`config.mk`:
```
export PLATFORM = sky130hd
export DESIGN_NAME = serial_motion_command_parser_top
export DESIGN_NICKNAME = d
export VERILOG_FILES = /design/src/rtl/smcp_pkg.sv /design/src/rtl/smcp_front.sv /design/src/rtl/smcp_queue.sv /design/src/rtl/smcp_back.sv /design/src/rtl/serial_motion_command_parser_top.sv
export SDC_FILE = /design/constraint.sdc
export NUM_CORES = 1
export LEC_CHECK = 0
export BUFFER_PORTS_ARGS = -buffer_cell sky130_fd_sc_hd__buf_2
export CORE_MARGIN = 2
export CORE_UTILIZATION = 40
export CTS_CLUSTER_DIAMETER = 120
export DETAILED_ROUTE_END_ITERATION = 10
export GPL_TIMING_DRIVEN = 0
export SLEW_MARGIN = 20
export SYNTH_ARGS = -nofsm -noshare
export SYNTH_HDL_FRONTEND = slang
export SYNTH_HIERARCHICAL = 1
export SYNTH_SLANG_ARGS = --single-unit
```
`constraint.sdc`:
```
create_clock -name clk -period 6.5 [get_ports clk]
set_input_delay 0.325 -clock clk [delete_from_list [all_inputs] [get_ports clk]]
set_output_delay 0.325 -clock clk [all_outputs]
set_load 0.1 [all_outputs]
```
`src/rtl/smcp_pkg.sv`:
```
package smcp_pkg;

  // Result command codes
  typedef enum logic [2:0] {
    CMD_FWD     = 3'd0,
    CMD_BACK    = 3'd1,
    CMD_LEFT    = 3'd2,
    CMD_RIGHT   = 3'd3,
    CMD_STOP    = 3'd4,
    CMD_DIFF    = 3'd5,
    CMD_ENCODER = 3'd6,
    CMD_UNKNOWN = 3'd7
  } cmd_t;

  // Number parser phases (atoi-like)
  typedef enum logic [1:0] {
    PH_WS     = 2'd0,
    PH_SIGN   = 2'd1,
    PH_DIGITS = 2'd2,
    PH_DONE   = 2'd3
  } phase_t;

  localparam int unsigned MAG_W     = 15;
  localparam logic [MAG_W-1:0] MAG_LIMIT = 15'd32767;
  localparam int unsigned VAL_W     = 16;
  localparam int unsigned BYTE_W    = 8;
  localparam int unsigned OUT_DATA_W = 32;

  // Queue between classifier and parser
  localparam int unsigned Q_DEPTH = 4;
  localparam int unsigned Q_PTR_W = 2;
  localparam int unsigned Q_CNT_W = 3;

  localparam logic [7:0] CH_NL    = 8'h0A;
  localparam logic [7:0] CH_NUL   = 8'h00;
  localparam logic [7:0] CH_SPACE = 8'h20;
  localparam logic [7:0] CH_TAB   = 8'h09;
  localparam logic [7:0] CH_CR    = 8'h0D;
  localparam logic [7:0] CH_PLUS  = 8'h2B;
  localparam logic [7:0] CH_MINUS = 8'h2D;
  localparam logic [7:0] CH_COMMA = 8'h2C;
  localparam logic [7:0] CH_COLON = 8'h3A;
  localparam logic [7:0] CH_ZERO  = 8'h30;
  localparam logic [7:0] CH_NINE  = 8'h39;
  localparam logic [7:0] CH_F     = 8'h46;
  localparam logic [7:0] CH_B     = 8'h42;
  localparam logic [7:0] CH_L     = 8'h4C;
  localparam logic [7:0] CH_R     = 8'h52;
  localparam logic [7:0] CH_S     = 8'h53;
  localparam logic [7:0] CH_D     = 8'h44;
  localparam logic [7:0] CH_E     = 8'h45;

  // Classified byte
  typedef struct packed {
    logic [7:0] data;
    logic       is_nl;
    logic       is_nul;
    logic       is_ws;
    logic       is_digit;
    logic       is_sign;
    logic       is_minus;
    logic       is_comma;
    logic       is_colon;
    logic [3:0] digit;
  } token_t;

  typedef struct packed {
    phase_t           phase;
    logic             negative;
    logic [MAG_W-1:0] magnitude;
  } num_t;

  localparam num_t NUM_CLEAR = '{phase: PH_WS, negative: 1'b0, magnitude: '0};

  // One byte of an atoi-style number parse
  function automatic num_t num_feed(num_t p, token_t t);
    num_t        n;
    logic [18:0] m;
    n = p;
    m = {1'b0, p.magnitude, 3'b000} + {3'b000, p.magnitude, 1'b0} + {15'd0, t.digit};
    if (p.phase == PH_WS && t.is_ws) begin
      n = p;
    end else if (p.phase == PH_WS && t.is_sign) begin
      n.negative = t.is_minus;
      n.phase    = PH_SIGN;
    end else if (p.phase == PH_DONE) begin
      n = p;
    end else if (t.is_digit) begin
      n.magnitude = (m > {4'd0, MAG_LIMIT}) ? MAG_LIMIT : m[MAG_W-1:0];
      n.phase     = PH_DIGITS;
    end else begin
      n.phase = PH_DONE;
    end
    return n;
  endfunction

  function automatic logic [VAL_W-1:0] num_value(num_t p);
    logic [VAL_W-1:0] v;
    v = {1'b0, p.magnitude};
    return p.negative ? (~v + 16'd1) : v;
  endfunction

endpackage

```
`src/rtl/smcp_front.sv`:
```
module smcp_front (
  input  logic                 s_tvalid,
  input  logic [7:0]           s_tdata,
  input  logic                 q_full,
  output logic                 s_tready,
  output logic                 push,
  output smcp_pkg::token_t     token
);

  logic [7:0] c;
  assign c = s_tdata;

  assign s_tready = !q_full;
  assign push     = s_tvalid && !q_full;

  always_comb begin
    token          = '0;
    token.data     = c;
    token.is_nl    = (c == smcp_pkg::CH_NL);
    token.is_nul   = (c == smcp_pkg::CH_NUL);
    token.is_ws    = (c == smcp_pkg::CH_SPACE) ||
                     (c >= smcp_pkg::CH_TAB && c <= smcp_pkg::CH_CR);
    token.is_digit = (c >= smcp_pkg::CH_ZERO && c <= smcp_pkg::CH_NINE);
    token.is_minus = (c == smcp_pkg::CH_MINUS);
    token.is_sign  = (c == smcp_pkg::CH_PLUS) || token.is_minus;
    token.is_comma = (c == smcp_pkg::CH_COMMA);
    token.is_colon = (c == smcp_pkg::CH_COLON);
    token.digit    = token.is_digit ? c[3:0] : 4'd0;
  end

endmodule

```
`src/rtl/smcp_queue.sv`:
```
module smcp_queue (
  input  logic             clk,
  input  logic             rst,
  input  logic             push,
  input  smcp_pkg::token_t wr_token,
  input  logic             pop,
  output logic             full,
  output logic             not_empty,
  output smcp_pkg::token_t rd_token
);

  smcp_pkg::token_t entries [smcp_pkg::Q_DEPTH];
  logic [smcp_pkg::Q_PTR_W-1:0] wr_ptr;
  logic [smcp_pkg::Q_PTR_W-1:0] rd_ptr;
  logic [smcp_pkg::Q_CNT_W-1:0] count;

  logic do_push;
  logic do_pop;

  assign full      = (count == smcp_pkg::Q_CNT_W'(smcp_pkg::Q_DEPTH));
  assign not_empty = (count != '0);
  assign rd_token  = entries[rd_ptr];
  assign do_push   = push && !full;
  assign do_pop    = pop && not_empty;

  always_ff @(posedge clk) begin
    if (do_push) begin
      entries[wr_ptr] <= wr_token;
    end
  end

  always_ff @(posedge clk) begin
    if (rst) begin
      wr_ptr <= '0;
      rd_ptr <= '0;
      count  <= '0;
    end else begin
      if (do_push) begin
        wr_ptr <= wr_ptr + 1'b1;
      end
      if (do_pop) begin
        rd_ptr <= rd_ptr + 1'b1;
      end
      case ({do_push, do_pop})
        2'b10:   count <= count + 1'b1;
        2'b01:   count <= count - 1'b1;
        default: count <= count;
      endcase
    end
  end

endmodule

```
`src/rtl/smcp_back.sv`:
```
module smcp_back #(
  parameter int unsigned LINE_BUFFER_BYTES = 64
) (
  input  logic                               clk,
  input  logic                               rst,
  input  logic                               tok_valid,
  input  smcp_pkg::token_t                   tok,
  output logic                               tok_pop,
  output logic                               m_tvalid,
  input  logic                               m_tready,
  output logic [smcp_pkg::OUT_DATA_W-1:0]    m_tdata,
  output logic [2:0]                         m_tuser
);

  localparam int unsigned LEN_W = $clog2(LINE_BUFFER_BYTES);
  localparam logic [LEN_W-1:0] LEN_LAST = LEN_W'(LINE_BUFFER_BYTES - 1);

  // line state
  logic [LEN_W-1:0]  line_length, line_length_next;
  logic [7:0]        first_byte, first_byte_next;
  logic              colon_second, colon_second_next;
  logic              text_ended, text_ended_next;
  logic              comma_seen, comma_seen_next;
  smcp_pkg::num_t    first_num, first_num_next;
  smcp_pkg::num_t    second_num, second_num_next;

  // result
  smcp_pkg::cmd_t    cmd;
  logic [15:0]       v1, v2;
  logic              emit;
  logic              take;
  logic [smcp_pkg::OUT_DATA_W-1:0] out_data;

  // a newline needs room in the output register
  assign take    = tok_valid && (!tok.is_nl || !m_tvalid || m_tready);
  assign tok_pop = take;

  // line-end decode
  always_comb begin
    logic speed_cmd;
    cmd       = smcp_pkg::CMD_UNKNOWN;
    v1        = '0;
    v2        = '0;
    emit      = 1'b1;
    speed_cmd = 1'b0;
    if (first_byte == smcp_pkg::CH_F && colon_second) begin
      cmd = smcp_pkg::CMD_FWD;   speed_cmd = 1'b1;
    end else if (first_byte == smcp_pkg::CH_B && colon_second) begin
      cmd = smcp_pkg::CMD_BACK;  speed_cmd = 1'b1;
    end else if (first_byte == smcp_pkg::CH_L && colon_second) begin
      cmd = smcp_pkg::CMD_LEFT;  speed_cmd = 1'b1;
    end else if (first_byte == smcp_pkg::CH_R && colon_second) begin
      cmd = smcp_pkg::CMD_RIGHT; speed_cmd = 1'b1;
    end else if (first_byte == smcp_pkg::CH_S) begin
      cmd = smcp_pkg::CMD_STOP;
    end else if (first_byte == smcp_pkg::CH_D && colon_second) begin
      if (comma_seen) begin
        cmd = smcp_pkg::CMD_DIFF;
        v1  = smcp_pkg::num_value(first_num);
        v2  = smcp_pkg::num_value(second_num);
      end else begin
        emit = 1'b0;
      end
    end else if (first_byte == smcp_pkg::CH_E) begin
      cmd = smcp_pkg::CMD_ENCODER;
    end
    // negative speed is clamped to zero
    if (speed_cmd && !first_num.negative) begin
      v1 = {1'b0, first_num.magnitude};
    end
  end

  assign out_data = {v2, v1};

  // per-byte line update
  always_comb begin
    logic clear;
    line_length_next  = line_length;
    first_byte_next   = first_byte;
    colon_second_next = colon_second;
    text_ended_next   = text_ended;
    comma_seen_next   = comma_seen;
    first_num_next    = first_num;
    second_num_next   = second_num;
    clear             = 1'b0;
    if (take) begin
      if (tok.is_nl) begin
        clear = 1'b1;
      end else begin
        if (!text_ended) begin
          if (tok.is_nul) begin
            text_ended_next = 1'b1;
          end else if (line_length == '0) begin
            first_byte_next = tok.data;
          end else if (line_length == LEN_W'(1)) begin
            colon_second_next = tok.is_colon;
          end else begin
            first_num_next = smcp_pkg::num_feed(first_num, tok);
            if (comma_seen) begin
              second_num_next = smcp_pkg::num_feed(second_num, tok);
            end else if (tok.is_comma) begin
              comma_seen_next = 1'b1;
            end
          end
        end
        // buffer full: line restarts empty
        if (line_length == LEN_LAST) begin
          clear = 1'b1;
        end else begin
          line_length_next = line_length + 1'b1;
        end
      end
    end
    if (clear) begin
      line_length_next  = '0;
      first_byte_next   = '0;
      colon_second_next = 1'b0;
      text_ended_next   = 1'b0;
      comma_seen_next   = 1'b0;
      first_num_next    = smcp_pkg::NUM_CLEAR;
      second_num_next   = smcp_pkg::NUM_CLEAR;
    end
  end

  always_ff @(posedge clk) begin
    if (rst) begin
      line_length  <= '0;
      first_byte   <= '0;
      colon_second <= 1'b0;
      text_ended   <= 1'b0;
      comma_seen   <= 1'b0;
      first_num    <= smcp_pkg::NUM_CLEAR;
      second_num   <= smcp_pkg::NUM_CLEAR;
    end else begin
      line_length  <= line_length_next;
      first_byte   <= first_byte_next;
      colon_second <= colon_second_next;
      text_ended   <= text_ended_next;
      comma_seen   <= comma_seen_next;
      first_num    <= first_num_next;
      second_num   <= second_num_next;
    end
  end

  // output register
  always_ff @(posedge clk) begin
    if (rst) begin
      m_tvalid <= 1'b0;
    end else if (take && tok.is_nl && emit) begin
      m_tvalid <= 1'b1;
    end else if (m_tready) begin
      m_tvalid <= 1'b0;
    end
  end

  always_ff @(posedge clk) begin
    if (take && tok.is_nl && emit) begin
      m_tdata <= out_data;
      m_tuser <= cmd;
    end
  end

endmodule

```
`src/rtl/serial_motion_command_parser_top.sv`:
```
// Serial motion command parser.
// Slave side (s_tvalid/s_tready/s_tdata) takes one received serial byte per
// word; byte 0x0A ends a line. Master side (m_tvalid/m_tready/m_tdata/m_tuser)
// gives one command word per completed line that decodes to a result: speed
// commands F:/B:/L:/R:, stop (S), differential drive (D:a,b), encoder
// query (E) or unknown. m_tuser carries the command code, m_tdata the values.
// A D: line without a comma gives no word.
// Throughput: one byte per cycle while s_tready is high. The classifier
// pushes into a 4-entry queue; the parser pops one byte per cycle (not a
// newline while a word waits) and updates its line state. A newline goes
// through the queue into the output register that raises m_tvalid.
// Stall: when m_tready is low and a word is held, the parser stops only on
// the next newline; the queue then fills with that newline and the three
// bytes behind it, and s_tready drops. Bytes ahead of that newline keep
// flowing while a word waits.
// Reset (rst, synchronous, active high) empties the queue, drops m_tvalid
// and returns the line state to empty.
// Lines that reach LINE_BUFFER_BYTES bytes restart empty.
module serial_motion_command_parser_top #(
  parameter int unsigned LINE_BUFFER_BYTES = 64
) (
  input  logic        clk,
  input  logic        rst,
  input  logic        s_tvalid,
  output logic        s_tready,
  input  logic [7:0]  s_tdata,   // [7:0] rx_byte
  output logic        m_tvalid,
  input  logic        m_tready,
  output logic [31:0] m_tdata,   // [15:0] first_value, [31:16] second_value
  output logic [2:0]  m_tuser    // [2:0] command
);

  logic             q_full;
  logic             q_not_empty;
  logic             push;
  logic             pop;
  smcp_pkg::token_t wr_token;
  smcp_pkg::token_t rd_token;

  // front: handshake and byte classification
  smcp_front u_front (
    .s_tvalid (s_tvalid),
    .s_tdata  (s_tdata),
    .q_full   (q_full),
    .s_tready (s_tready),
    .push     (push),
    .token    (wr_token)
  );

  // decoupling queue
  smcp_queue u_queue (
    .clk       (clk),
    .rst       (rst),
    .push      (push),
    .wr_token  (wr_token),
    .pop       (pop),
    .full      (q_full),
    .not_empty (q_not_empty),
    .rd_token  (rd_token)
  );

  // back: line parser and output register
  smcp_back #(
    .LINE_BUFFER_BYTES (LINE_BUFFER_BYTES)
  ) u_back (
    .clk       (clk),
    .rst       (rst),
    .tok_valid (q_not_empty),
    .tok       (rd_token),
    .tok_pop   (pop),
    .m_tvalid  (m_tvalid),
    .m_tready  (m_tready),
    .m_tdata   (m_tdata),
    .m_tuser   (m_tuser)
  );

endmodule

```
==> results.txt <==
* Mean post-synth cell area: 11.5 sq um
* Top cell type's share of synthesized area: 0.364
* Count of antenna-violating nets left after detailed routing: 0
- The via count of the first global-routing pass is 6149.
- For this run, global-route usage on met3 was measured as 0.0293.
- For this run, the register share of the synthesized area comes to 0.497.
* Clock tree from TritonCTS: built
- The die is 158 um tall.
- Buffers inserted during clock tree synthesis total 17.
- Max Cap Viol: 0
* CTS HTree Levels: 4
- The first global-routing pass estimated 31900 um of wire.
* Ant. Diodes: 0
- Synthesis-to-finish area growth: 13.5%
- Area of the mapped netlist: 9490 sq um
- In this run, synthesis produced a sequential element count of 178.
- Final-stage net count: 978
- In the post-route analysis, the smallest setup slack over all paths is 2.20 ns.
* Buffer cell driving the clock tree root: sky130_fd_sc_hd__clkbuf_16
- Normalized max-slew margin: 0.271
- In this run, post-CTS hold repair placed 0 buffers.
* Final setup violation count: 0
* Clock period minus worst slack: 4.30 ns
* Final-report max-slew violation count: 0
* Non-filler instance count after layout: 1225
* Unrepaired setup endpoints after global routing: no
- Routability-driven placement finished with a final weighted congestion of between 0.8 and 0.9.
- In the global route stage, met1 resource usage came out at 0.220.
* IO buf count: between 40 and 50
- Half-perimeter wire length of the detailed placement result: 14300 um
* Final cell utilization of the core: 0.460
- Detail-routed via count per cell: roughly 5.2
- Period utilisation layout: 0.661
- Detailed-route via count: 6376
* Async set or reset register ratio after synthesis: 0
* Share of cells above drive strength 1: 0.161
- The worst setup path is captured at a register.
- At the placement stage, the worst setup path has a slack of 2.22 ns.
- After clock tree synthesis, the clock-pin slew on the worst setup and hold paths is 0.07 ns.
- The run finished with clean final reports.
- Number of buffers between clock root and the deepest sink: 2
- Buffers added to address setup during post-CTS repair amount to 0.
* Instance count of the mapped netlist: 825
* Die area: 25000 sq um
- Router iterations before antenna repair: 4
- Effective utilization at floorplan: 0.405
* Pwr/cell area: 337 nW/um^2
- Antenna violations before repair: 0
- In this run the count of I/O pins placed on the die edge is 49.
- In this run the most used layer during global routing was met2.
- Worst skew pair latency: 0.43 ns
- DRC violation count after routing: 0
- In this run the worst path has a maximum fanout of 10.
- The tree built by TritonCTS fans out to 178 sinks.
- Post-CTS repair changed the size of 0 cells.
* Number of DRC markers in iteration 0: 390
* Total Wirelength: 19600 um
- Adding up every negative setup slack in the final design gives 0 ns.
- Counting flops with a built-in enable in the synthesized netlist gives 115.
- Synthesis produced a netlist with a net count of 910.
* Leakage power of the design: 0.00421 uW
* Row Count: 56
- Synthesis instantiated 71 different standard cells from the library.
* Tightest Pin Transition: between 1 and 1.5 ns
- Global routing finished with a remaining overflow of 0.
* Width of the die: around 160 um
* Ys Warns: 6
- After detailed placement, the design holds a cell count of 1193.
- Largest net degree at the start of global routing: 21
- Highest-count cells in the layout ignoring fill and taps: sky130_fd_sc_hd__edfxtp_1 (115), sky130_fd_sc_hd__nor2_1 (88), sky130_fd_sc_hd__ha_1 (68)
* Met2 Use GR: 0.276
- Final worst clock skew: 0.0163 ns
- The setup path with the least slack is of type reg -> reg.
- Overall global routing resource usage: 0.164
* Highest attainable clock frequency: 233 MHz
* Maximum vdd drop: 0.000207 V
- In the final routed layout, each cell accounts on average for 16.0 um.
- Data arrival time of the critical path: ~4.6 ns
- The hold violation count in the final report came to 0.
- In the post-synthesis netlist, the biggest area contributors are sky130_fd_sc_hd__edfxtp_1 (36%), sky130_fd_sc_hd__dfxtp_1 (13%), sky130_fd_sc_hd__ha_1 (9.0%), sky130_fd_sc_hd__mux4_2 (4.7%), sky130_fd_sc_hd__nor2_1 (3.5%).
* Layout filler cell count: about 2200
- WHS: about 0.092 ns
- The path class of the tightest hold or removal check is in -> reg.
- Cell taking the most area after synthesis: sky130_fd_sc_hd__edfxtp_1
- Among all flip-flop cells after synthesis, the most frequent one is sky130_fd_sc_hd__edfxtp_1.
- The region available for standard cell placement spans 23400 sq um.
- Worst Path Required: 6.82 ns
- STA classifies the critical path startpoint as a register.
* Most common cell after layout, fill and taps aside: sky130_fd_sc_hd__edfxtp_1
## cell families (layout without fill, tap and decap cells)
kind of cell | after synthesis | in the layout | synth area share
AO/OA/AOI/OAI | 170 | 170 | 0.128
XOR/XNOR | 54 | 54 | 0.0498
adder cells (fa/ha/maj) | 73 | 73 | 0.100
buffers and inverters | 72 | 153 | 0.0344
flip-flops | 178 | 178 | 0.497
multiplexers | 35 | 35 | 0.0633
AND/OR/NAND/NOR | 243 | 243 | 0.127
## power breakdown
| part | leakage (uW) | switching, uW | internal [uW] |
|---|---|---|---|
| Clock | 0.000302 | 465 | 555 |
| Sequential | 0.00161 | 67.1 | 1390 |
| Combinational | 0.00229 | 848 | 308 |
| Total | 0.00421 | 1380 | 2250 |
## critical path, cell delays in order (launching register included)
cell	delay, ns
sky130_fd_sc_hd__dfxtp_1	0.38
sky130_fd_sc_hd__buf_6	0.21
sky130_fd_sc_hd__mux4_2	0.58
sky130_fd_sc_hd__ha_1	0.32
sky130_fd_sc_hd__ha_1	0.22
sky130_fd_sc_hd__inv_1	0.07
sky130_fd_sc_hd__fa_1	0.20
sky130_fd_sc_hd__nand2b_1	0.13
sky130_fd_sc_hd__a21oi_1	0.09
sky130_fd_sc_hd__a2111oi_0	0.61
sky130_fd_sc_hd__o221ai_1	0.35
sky130_fd_sc_hd__a211oi_2	0.23
sky130_fd_sc_hd__o2111ai_2	0.25
sky130_fd_sc_hd__buf_2	0.31
sky130_fd_sc_hd__o221a_1	0.24
## worst paths after layout
path / from / to / slack (ns) / cells after the start
max: register / u_back/second_num[13] / 2.20 / 14
max reg2reg: register / u_back/second_num[13] / 2.20 / 14
min reg2reg: u_back/colon_second / u_back/colon_second / 0.51 / 2
min: s_tdata[2] / u_queue/entries[0][14] / 0.09 / 1
## state kept, by name (all words and copies together), names as in the netlist, 3 cells and up, named ones only
name	cells
u_back/m_tuser	3
u_back/second_num	18
u_queue/count	3
u_back/first_num	18
u_back/m_tdata	32
u_back/line_length	6
u_queue/entries	80
u_back/first_byte	8
## metal layers
metal  vias up  share of wire
met4         0         0.0062
met1      3079           0.49
met3        10          0.026
li1       3191              -
met2        96           0.47
met5         -              0
## metrics by stage
step / area (sq um) / total power, uW
2_1_floorplan: 9490 / 2400
3_3_place_gp: 10100 / 2620
3_5_place_dp: 10200 / 2650
4_1_cts: 10800 / 3680
5_1_grt: 10800 / 3810
6_report: 10800 / 3630
## cell usage after synthesis, drive strengths merged, types with 4 or more instances
cell,n
nor2b,6
or3,15
dfxtp,63
a31oi,7
edfxtp,115
or2,5
nor2,89
mux2i,15
clkbuf,16
nor4,5
nand3b,6
nor3b,5
nand2,50
buf,15
nor3,13
inv,40
o221a,15
a21oi,47
ha,68
fa,5
xor2,35
a21o,5
o211ai,8
mux4,20
a211oi,4
xnor2,19
o21ai,44
o21a,7
nand3,12
and2,8
o31ai,5
nand2b,17
## layout make-up
cell class | instances | area (sq um) | area share
Clock inverter | 13 | 133 | 0.0123
Clock buffer | 19 | 475 | 0.0441
Buffer | 31 | 173 | 0.0160
Timing Repair Buffer | 49 | 262 | 0.0243
Inverter | 41 | 154 | 0.0143
Multi-Input combinational cell | 575 | 4460 | 0.414
Tap cell | 319 | 399 | 0.0371
Sequential cell | 178 | 4710 | 0.438
(Power assumes the default switching activity.)
